--- config.mk ---
export PLATFORM = sky130hd
export DESIGN_NAME = handshake_connection_state_fsm_core
export DESIGN_NICKNAME = d
export VERILOG_FILES = /design/src/hdl/hscs_pkg.sv /design/src/hdl/hscs_decode.sv /design/src/hdl/handshake_connection_state_fsm_core.sv
export SDC_FILE = /design/constraint.sdc
export NUM_CORES = 1
export LEC_CHECK = 0
export BUFFER_PORTS_ARGS = -buffer_cell sky130_fd_sc_hd__buf_2
export CORE_MARGIN = 3
export CORE_UTILIZATION = 55
export DETAILED_ROUTE_END_ITERATION = 8
export MAX_ROUTING_LAYER = met4
export PLACE_DENSITY = 0.74
export SETUP_SLACK_MARGIN = 0.3
export SYNTH_ARGS = -nofsm -noshare
export SYNTH_HDL_FRONTEND = slang
export SYNTH_SLANG_ARGS = --single-unit
--- constraint.sdc ---
create_clock -name clock -period 3.8 [get_ports clock]
set_input_delay 0.76 -clock clock [delete_from_list [all_inputs] [get_ports clock]]
set_output_delay 0.76 -clock clock [all_outputs]
set_load 0.01 [all_outputs]
--- src/hdl/hscs_pkg.sv ---
// Package for the connection handshake state controller.
// Holds state, kind and error codes and the result item types.
// No dependencies; used by all modules of the block.
`default_nettype none

package hscs_pkg;

   localparam logic [2:0] ST_STARTED     = 3'd0;
   localparam logic [2:0] ST_CLI_CRED    = 3'd1;
   localparam logic [2:0] ST_CLI_REG     = 3'd2;
   localparam logic [2:0] ST_CLI_TLS     = 3'd3;
   localparam logic [2:0] ST_SRV_CRED    = 3'd4;
   localparam logic [2:0] ST_SRV_TLS     = 3'd5;
   localparam logic [2:0] ST_SECURE      = 3'd6;
   localparam logic [2:0] ST_END         = 3'd7;

   localparam logic [1:0] KIND_NOTIFY    = 2'd0;
   localparam logic [1:0] KIND_SEND      = 2'd1;
   localparam logic [1:0] KIND_SELF      = 2'd2;
   localparam logic [1:0] KIND_ERROR     = 2'd3;

   localparam logic [2:0] ERR_NONE       = 3'd0;
   localparam logic [2:0] ERR_HEADER     = 3'd1;
   localparam logic [2:0] ERR_FRAME      = 3'd2;
   localparam logic [2:0] ERR_ILLEGAL    = 3'd3;
   localparam logic [2:0] ERR_INVALID    = 3'd4;

   localparam logic       SRC_PEER       = 1'b0;
   localparam logic       SIDE_CLIENT    = 1'b0;

   localparam logic [1:0] SND_SELF       = 2'd0;
   localparam logic [1:0] SND_CERT       = 2'd1;

   localparam int         MAX_ITEMS      = 3;

   typedef struct packed {
      logic [1:0] kind;
      logic [2:0] state_value;
      logic [2:0] error_code;
      logic       last;
   } item_type;

   typedef struct packed {
      logic [2:0]                   next_local;
      logic [3:0]                   next_peer;
      logic [1:0]                   count;
      item_type [MAX_ITEMS-1:0]     items;
   } decode_type;

endpackage

`default_nettype wire

--- src/hdl/hscs_decode.sv ---
// Transition decoder of the connection handshake state controller.
// Checks one event against the stored states and builds up to three result items.
// Depends on hscs_pkg.
`default_nettype none

module hscs_decode
   import hscs_pkg::*;
(
   input  wire logic       side,
   input  wire logic [2:0] local_state,
   input  wire logic [3:0] peer_state,
   input  wire logic       source,
   input  wire logic       header_ok,
   input  wire logic       frame_ok,
   input  wire logic [3:0] requested_state,
   input  wire logic [1:0] sender,
   output decode_type      result
);

   logic       client;
   logic       by_cert;
   logic [2:0] err;
   logic       do_restart;
   logic       do_adv;
   logic       do_send;
   logic [2:0] adv_state;
   logic [3:0] peer_eff;
   logic [1:0] n;

   assign client  = (side == SIDE_CLIENT);
   assign by_cert = (sender == SND_CERT);

   always_comb begin
      err        = ERR_NONE;
      do_restart = 1'b0;
      do_adv     = 1'b0;
      do_send    = 1'b0;
      adv_state  = requested_state[2:0];
      peer_eff   = peer_state;
      if (source == SRC_PEER) begin
         if (!header_ok) begin
            err = ERR_HEADER;
         end else if (!frame_ok) begin
            err = ERR_FRAME;
         end else begin
            peer_eff = requested_state;
            if (requested_state[3]) begin
               err = ERR_INVALID;
            end else begin
               unique case (requested_state[2:0])
                  ST_STARTED: begin
                     do_restart = 1'b1;
                  end
                  ST_CLI_CRED: begin
                     if (local_state == ST_STARTED) do_adv = 1'b1;
                     else if (local_state != ST_CLI_CRED) err = ERR_ILLEGAL;
                  end
                  ST_CLI_REG: begin
                     if (client) begin
                        if (local_state == ST_CLI_CRED) do_adv = 1'b1;
                        else err = ERR_ILLEGAL;
                     end else if (local_state != ST_CLI_REG) begin
                        err = ERR_ILLEGAL;
                     end
                  end
                  ST_CLI_TLS: begin
                     if (client) begin
                        if (local_state == ST_CLI_CRED || local_state == ST_CLI_REG) begin
                           do_adv = 1'b1;
                        end else begin
                           err = ERR_ILLEGAL;
                        end
                     end else if (local_state != ST_CLI_TLS) begin
                        err = ERR_ILLEGAL;
                     end
                  end
                  ST_SRV_CRED: begin
                     if (client) begin
                        if (local_state == ST_CLI_TLS) do_adv = 1'b1;
                        else err = ERR_ILLEGAL;
                     end else if (local_state != ST_SRV_CRED) begin
                        err = ERR_ILLEGAL;
                     end
                  end
                  ST_SRV_TLS: begin
                     if (client) begin
                        if (local_state != ST_SRV_TLS) err = ERR_ILLEGAL;
                     end else if (local_state != ST_SRV_CRED) begin
                        err = ERR_ILLEGAL;
                     end else begin
                        do_adv = 1'b1;
                     end
                  end
                  ST_SECURE: begin
                     if (local_state != ST_SECURE) err = ERR_ILLEGAL;
                  end
                  ST_END: begin
                     do_adv = 1'b1;
                  end
                  default: begin
                     err = ERR_INVALID;
                  end
               endcase
            end
         end
      end else if (!requested_state[3]) begin
         do_send = 1'b1;
         unique case (requested_state[2:0])
            ST_STARTED:  do_restart = 1'b1;
            ST_CLI_CRED: do_adv = (local_state == ST_STARTED) && (sender == SND_SELF);
            ST_CLI_REG:  do_adv = (local_state == ST_CLI_CRED) && by_cert;
            ST_CLI_TLS:  do_adv = (local_state == ST_CLI_CRED || local_state == ST_CLI_REG)
                                  && by_cert;
            ST_SRV_CRED: do_adv = (local_state == ST_CLI_TLS) && by_cert;
            ST_SRV_TLS:  do_adv = (local_state == ST_SRV_CRED) && by_cert;
            ST_END:      do_adv = 1'b1;
            default:     do_adv = 1'b0;
         endcase
      end
   end

   always_comb begin
      result            = '0;
      result.next_local = local_state;
      result.next_peer  = peer_eff;
      n                 = 2'd0;
      if (err != ERR_NONE) begin
         result.items[n].kind       = KIND_ERROR;
         result.items[n].error_code = err;
         n = n + 2'd1;
      end else if (do_restart) begin
         if (local_state != ST_STARTED) begin
            result.next_local = ST_STARTED;
            result.items[n].kind        = KIND_NOTIFY;
            result.items[n].state_value = ST_STARTED;
            n = n + 2'd1;
            if (peer_eff != 4'd0) begin
               result.items[n].kind        = KIND_SEND;
               result.items[n].state_value = ST_STARTED;
               n = n + 2'd1;
            end
            result.items[n].kind        = KIND_SELF;
            result.items[n].state_value = ST_CLI_CRED;
            n = n + 2'd1;
         end else if (peer_eff == 4'd0) begin
            result.next_local = ST_CLI_CRED;
            result.items[n].kind        = KIND_NOTIFY;
            result.items[n].state_value = ST_CLI_CRED;
            n = n + 2'd1;
            result.items[n].kind        = KIND_SEND;
            result.items[n].state_value = ST_CLI_CRED;
            n = n + 2'd1;
         end
      end else if (do_adv) begin
         result.next_local = adv_state;
         result.items[n].kind        = KIND_NOTIFY;
         result.items[n].state_value = adv_state;
         n = n + 2'd1;
         if (do_send) begin
            result.items[n].kind        = KIND_SEND;
            result.items[n].state_value = adv_state;
            n = n + 2'd1;
         end
      end
      if (n != 2'd0) begin
         result.items[n - 2'd1].last = 1'b1;
      end
      result.count = n;
   end

endmodule

`default_nettype wire

--- src/hdl/handshake_connection_state_fsm_core.sv ---
// An event is held in the input registers, then decoded into the result queue of
// three entries once the queue is empty or drains its last entry without a stall.
// Events with no result or one result go at one per cycle while the result channel
// does not stall; an event with more results holds the next one until one is left.
// Reset is synchronous and active high; it clears both states and the side to client.
`default_nettype none

module handshake_connection_state_fsm_core
   import hscs_pkg::*;
(
   input  wire logic       clock,
   input  wire logic       reset,
   input  wire logic       csr_valid,
   output      logic       csr_ready,
   input  wire logic       csr_connection_side,
   input  wire logic       req_valid,
   output      logic       req_stall,
   input  wire logic       req_source,
   input  wire logic       req_header_ok,
   input  wire logic       req_frame_ok,
   input  wire logic [3:0] req_requested_state,
   input  wire logic [1:0] req_sender,
   output      logic       rsp_valid,
   input  wire logic       rsp_stall,
   output      logic [1:0] rsp_kind,
   output      logic [2:0] rsp_state_value,
   output      logic [2:0] rsp_error_code,
   output      logic       rsp_last
);

   logic       side_ff, side_in;
   logic [2:0] local_ff, local_in;
   logic [3:0] peer_ff, peer_in;
   logic       in_vld_ff, in_vld_in;
   logic       src_ff, hdr_ff, frm_ff;
   logic [3:0] rq_ff;
   logic [1:0] snd_ff;
   item_type [MAX_ITEMS-1:0] buf_ff, buf_in;
   logic [1:0] cnt_ff, cnt_in;
   logic       accept;
   logic       commit;
   logic       rsp_xfer;
   decode_type dec;

   hscs_decode u_decode (
      .side            (side_ff),
      .local_state     (local_ff),
      .peer_state      (peer_ff),
      .source          (src_ff),
      .header_ok       (hdr_ff),
      .frame_ok        (frm_ff),
      .requested_state (rq_ff),
      .sender          (snd_ff),
      .result          (dec)
   );

   assign csr_ready = 1'b1;
   assign rsp_valid = (cnt_ff != 2'd0);
   assign rsp_xfer  = rsp_valid && !rsp_stall;
   assign commit    = in_vld_ff && (cnt_ff == 2'd0 || (cnt_ff == 2'd1 && !rsp_stall));
   assign req_stall = in_vld_ff && !commit;
   assign accept    = req_valid && !req_stall;

   assign rsp_kind        = buf_ff[0].kind;
   assign rsp_state_value = buf_ff[0].state_value;
   assign rsp_error_code  = buf_ff[0].error_code;
   assign rsp_last        = buf_ff[0].last;

   always_comb begin
      side_in   = (csr_valid && csr_ready) ? csr_connection_side : side_ff;
      in_vld_in = accept ? 1'b1 : (commit ? 1'b0 : in_vld_ff);
      local_in  = commit ? dec.next_local : local_ff;
      peer_in   = commit ? dec.next_peer : peer_ff;
      buf_in    = buf_ff;
      cnt_in    = cnt_ff;
      if (commit) begin
         buf_in = dec.items;
         cnt_in = dec.count;
      end else if (rsp_xfer) begin
         buf_in[0] = buf_ff[1];
         buf_in[1] = buf_ff[2];
         cnt_in    = cnt_ff - 2'd1;
      end
   end

   always_ff @(posedge clock) begin
      if (reset) begin
         side_ff   <= SIDE_CLIENT;
         local_ff  <= ST_STARTED;
         peer_ff   <= 4'd0;
         in_vld_ff <= 1'b0;
         cnt_ff    <= 2'd0;
      end else begin
         side_ff   <= side_in;
         local_ff  <= local_in;
         peer_ff   <= peer_in;
         in_vld_ff <= in_vld_in;
         cnt_ff    <= cnt_in;
      end
   end

   always_ff @(posedge clock) begin
      buf_ff <= buf_in;
      if (accept) begin
         src_ff <= req_source;
         hdr_ff <= req_header_ok;
         frm_ff <= req_frame_ok;
         rq_ff  <= req_requested_state;
         snd_ff <= req_sender;
      end
   end

endmodule

`default_nettype wire

==> results.sh <==
export IMPL_cpPeakStageDelay_ns=0.69
export IMPL_coreArea_um2=3716
export IMPL_vias=1589
export IMPL_wl_per_cell_um=14.81
export IMPL_ys_ff_latch=37
export IMPL_area_sequential_um2=1001
export IMPL_min_path_type="flop to flop"
export IMPL_async_flop_share_pct=0
export IMPL_p_comb_share_pct=19.3
export IMPL_maxSlewViolCount=0
export IMPL_clock_fmax_ghz=0.3728
export IMPL_vdd_drop_max_mv=0.2676
export IMPL_cts_hold_buf=0
export IMPL_synth_ff_type="edfxtp_1"
export IMPL_layout_commonest_cell="edfxtp_1"
export IMPL_finalSetupViolCount=0
export IMPL_finalCriticalPeriod_ns=2.683
export IMPL_cts_buffers=5
export IMPL_final_cell_mix="26 x edfxtp_1, 25 x buf_2, 22 x nand2_1"
export IMPL_fillers=319
export IMPL_clk_path_buf_depth=2
export IMPL_io_buffers=25
export IMPL_fin_crit_sh_pct=70.59
export IMPL_track_usage_pct=19.96
export IMPL_switching_share_pct=28.33
export IMPL_rsz0062_at_grt="no"
export IMPL_area_growth_pct=8.319
export IMPL_p_int_uw=796.6
export IMPL_fin_nets=255
export IMPL_leakage_uw=0.0009637
export IMPL_viasPerCell=5.635
export IMPL_dp_slack_ns=1.021
export IMPL_multi_input_area_um2=989.7
export IMPL_syn_area_um2=2166
export IMPL_wl_um=4176
export IMPL_worst_setup_path_type="flop to flop"
export IMPL_die_h_um=68.75
export IMPL_post_cts_resized=0
export IMPL_synth_nets=244
export IMPL_clock_latency_ns=0.30
export IMPL_first_pass_iters=4
export IMPL_cts_sink_count=37
export IMPL_drive_above_1_share_pct=17.95
export IMPL_clkPwrFrac_pct=32.2
export IMPL_antenna_found_initial=0
export IMPL_tns_ns=0
export IMPL_postSynthAreaPerCell_um2=9.756
export IMPL_synth_seq_area_share_pct=46.22
export IMPL_start_kind="flop"
export IMPL_die_area_um2=4727
export IMPL_status="finished, final reports clean"
export IMPL_cp_arrival_ns=2.77
export IMPL_end_kind="flop"
export IMPL_clk_pin_slew_ns=0.07
export IMPL_tightest_slew_ns=0.5964
export IMPL_worst_slack_ns=1.117
export IMPL_drt_iter0_markers=115
export IMPL_tritoncts="done"
export IMPL_reg2reg_setup_slack_ns=1.12
export IMPL_finalClockSkew_ns=0.01025
export IMPL_synth_distinct_cells=61
export IMPL_drcViolationCount=0
export IMPL_die_w_um=68.75
export IMPL_power_share_sequential_pct=48.5
export IMPL_diodes=0
export IMPL_crit_family="simple AND/OR/NAND/NOR gates"
export IMPL_grt_pass1_wl_um=6624
export IMPL_grt_pass1_vias=1428
export IMPL_start_util_pct=58.28
export IMPL_crit_slowest_cell="edfxtp_1"
export IMPL_gr_total_overflow=0
export IMPL_placement_rows=22
export IMPL_path_buf_inv=0
export IMPL_ios=27
export IMPL_htree_levels=2
export IMPL_post_cts_setup_buffers=0
export IMPL_netSwitchingPower_uw=314.9
export IMPL_hold_ws_ns=0.4917
export IMPL_post_route_util_pct=63.13
export IMPL_place_gp_congestion=0.8891
export IMPL_clockRootBuffer="clkbuf_8"
export IMPL_drtAntennaViolNets=0
export IMPL_finalHoldViolCount=0
export IMPL_maxCapViolations=0
export IMPL_grt_max_degree=19
export IMPL_power_density_nw_per_um2=473.8
export IMPL_dp_hpwl_um=3031
export IMPL_worstPathRequired_ns=3.89
export IMPL_ys_warn_count=0
export IMPL_synth_edf_count=26
export IMPL_syn_inst=222
export IMPL_crit_chain="or3b_4, nand4_1, nand3_1, o211ai_1, o21ai_1, nor2b_1, o31ai_1"
export IMPL_slew_headroom_pct=60.24
export IMPL_cp_max_fo=18
power by group through the flow:
stage,clock network (uW),logic [uW],registers [uW]
6_report,358,215,539
5_1_grt,378,243,546
4_1_cts,361,216,540
3_5_place_dp,0,215,548
3_3_place_gp,0,210,545
2_1_floorplan,0,188,529
metal layers:
metal	vias to the layer above	track usage, %	wire length (um)
met5	-	-	0
met2	54	30.87	2007
met4	0	7.543	57
li1	813	-	-
met3	8	5.511	250
met1	714	24.95	1861
tightest hold or removal path: stages (launching register included):
cell	delay (ns)
dfxtp_1	0.32
nand2_1	0.06
a21oi_1	0.06
area by class of cell:
type | instances | area share, %
Clock buffer | 6 | 3.520
Clock inverter | 2 | 1.600
Inverter | 13 | 2.133
Multi-Input combinational cell | 151 | 42.19
Sequential cell | 37 | 42.67
Tap cell | 48 | 2.560
Timing Repair Buffer | 25 | 5.333
flip-flops by register name, indices dropped and copies added (netlist names):
signal and flops:
rq_ff 4, rsp_last 1, local_ff 3, src_ff 1, side_ff 1, frm_ff 1
rsp_state_value 3, in_vld_ff 1, hdr_ff 1, cnt_ff 2, peer_ff 4, rsp_kind 2
rsp_error_code 3, snd_ff 2, buf_ff 8
stage by stage:
stage                     instances  cell area [um^2]  power [uW]
after CTS                       282              2346        1117
after global routing            282              2346        1167
final                           282              2346        1112
after global placement          274              2226       754.9
after floorplan                 222              2166       717.7
after detailed placement        274              2226       763.3
synth_stat cells (3+ instances only):
library cell  count  share of area, %
dfxtp_1          11                10
nor4_1            3              0.87
o21ai_0          10               2.3
nor2_1           21               3.6
inv_1            11               1.9
and2_1            5               1.4
nand3b_1          3               1.0
buf_4            10               3.5
edfxtp_1         26                36
mux2i_1           5               2.3
nand2b_1          4               1.2
nand3_1           6               1.4
buf_2             7               1.6
nand2_1          22               3.8
a21oi_1          12               2.8
ha_1              7               4.0
clkbuf_1          4              0.69
worst paths after layout:
check | startpoint | to | cells past startpoint
worst max-delay path | rq_ff[2] | rsp_last | 7
worst min-delay path | cnt_ff[1] | cnt_ff[1] | 2
worst max register to register | rq_ff[2] | rsp_last | 7
worst min register to register | cnt_ff[1] | cnt_ff[1] | 2
kinds of logic (layout without fill, tap and decap cells):
logic type	count (synthesis)	after routing	synth area share [%]
simple gates	87	87	21.66
compound gates	49	49	16.06
flops	37	37	46.22
buf+inv	34	46	8.087
fa+ha+maj	7	7	4.044
mux	6	6	3.351
other cells	1	1	0.1731
xor+xnor	1	1	0.4045
No activity file was read; power rests on OpenSTA's default activity.
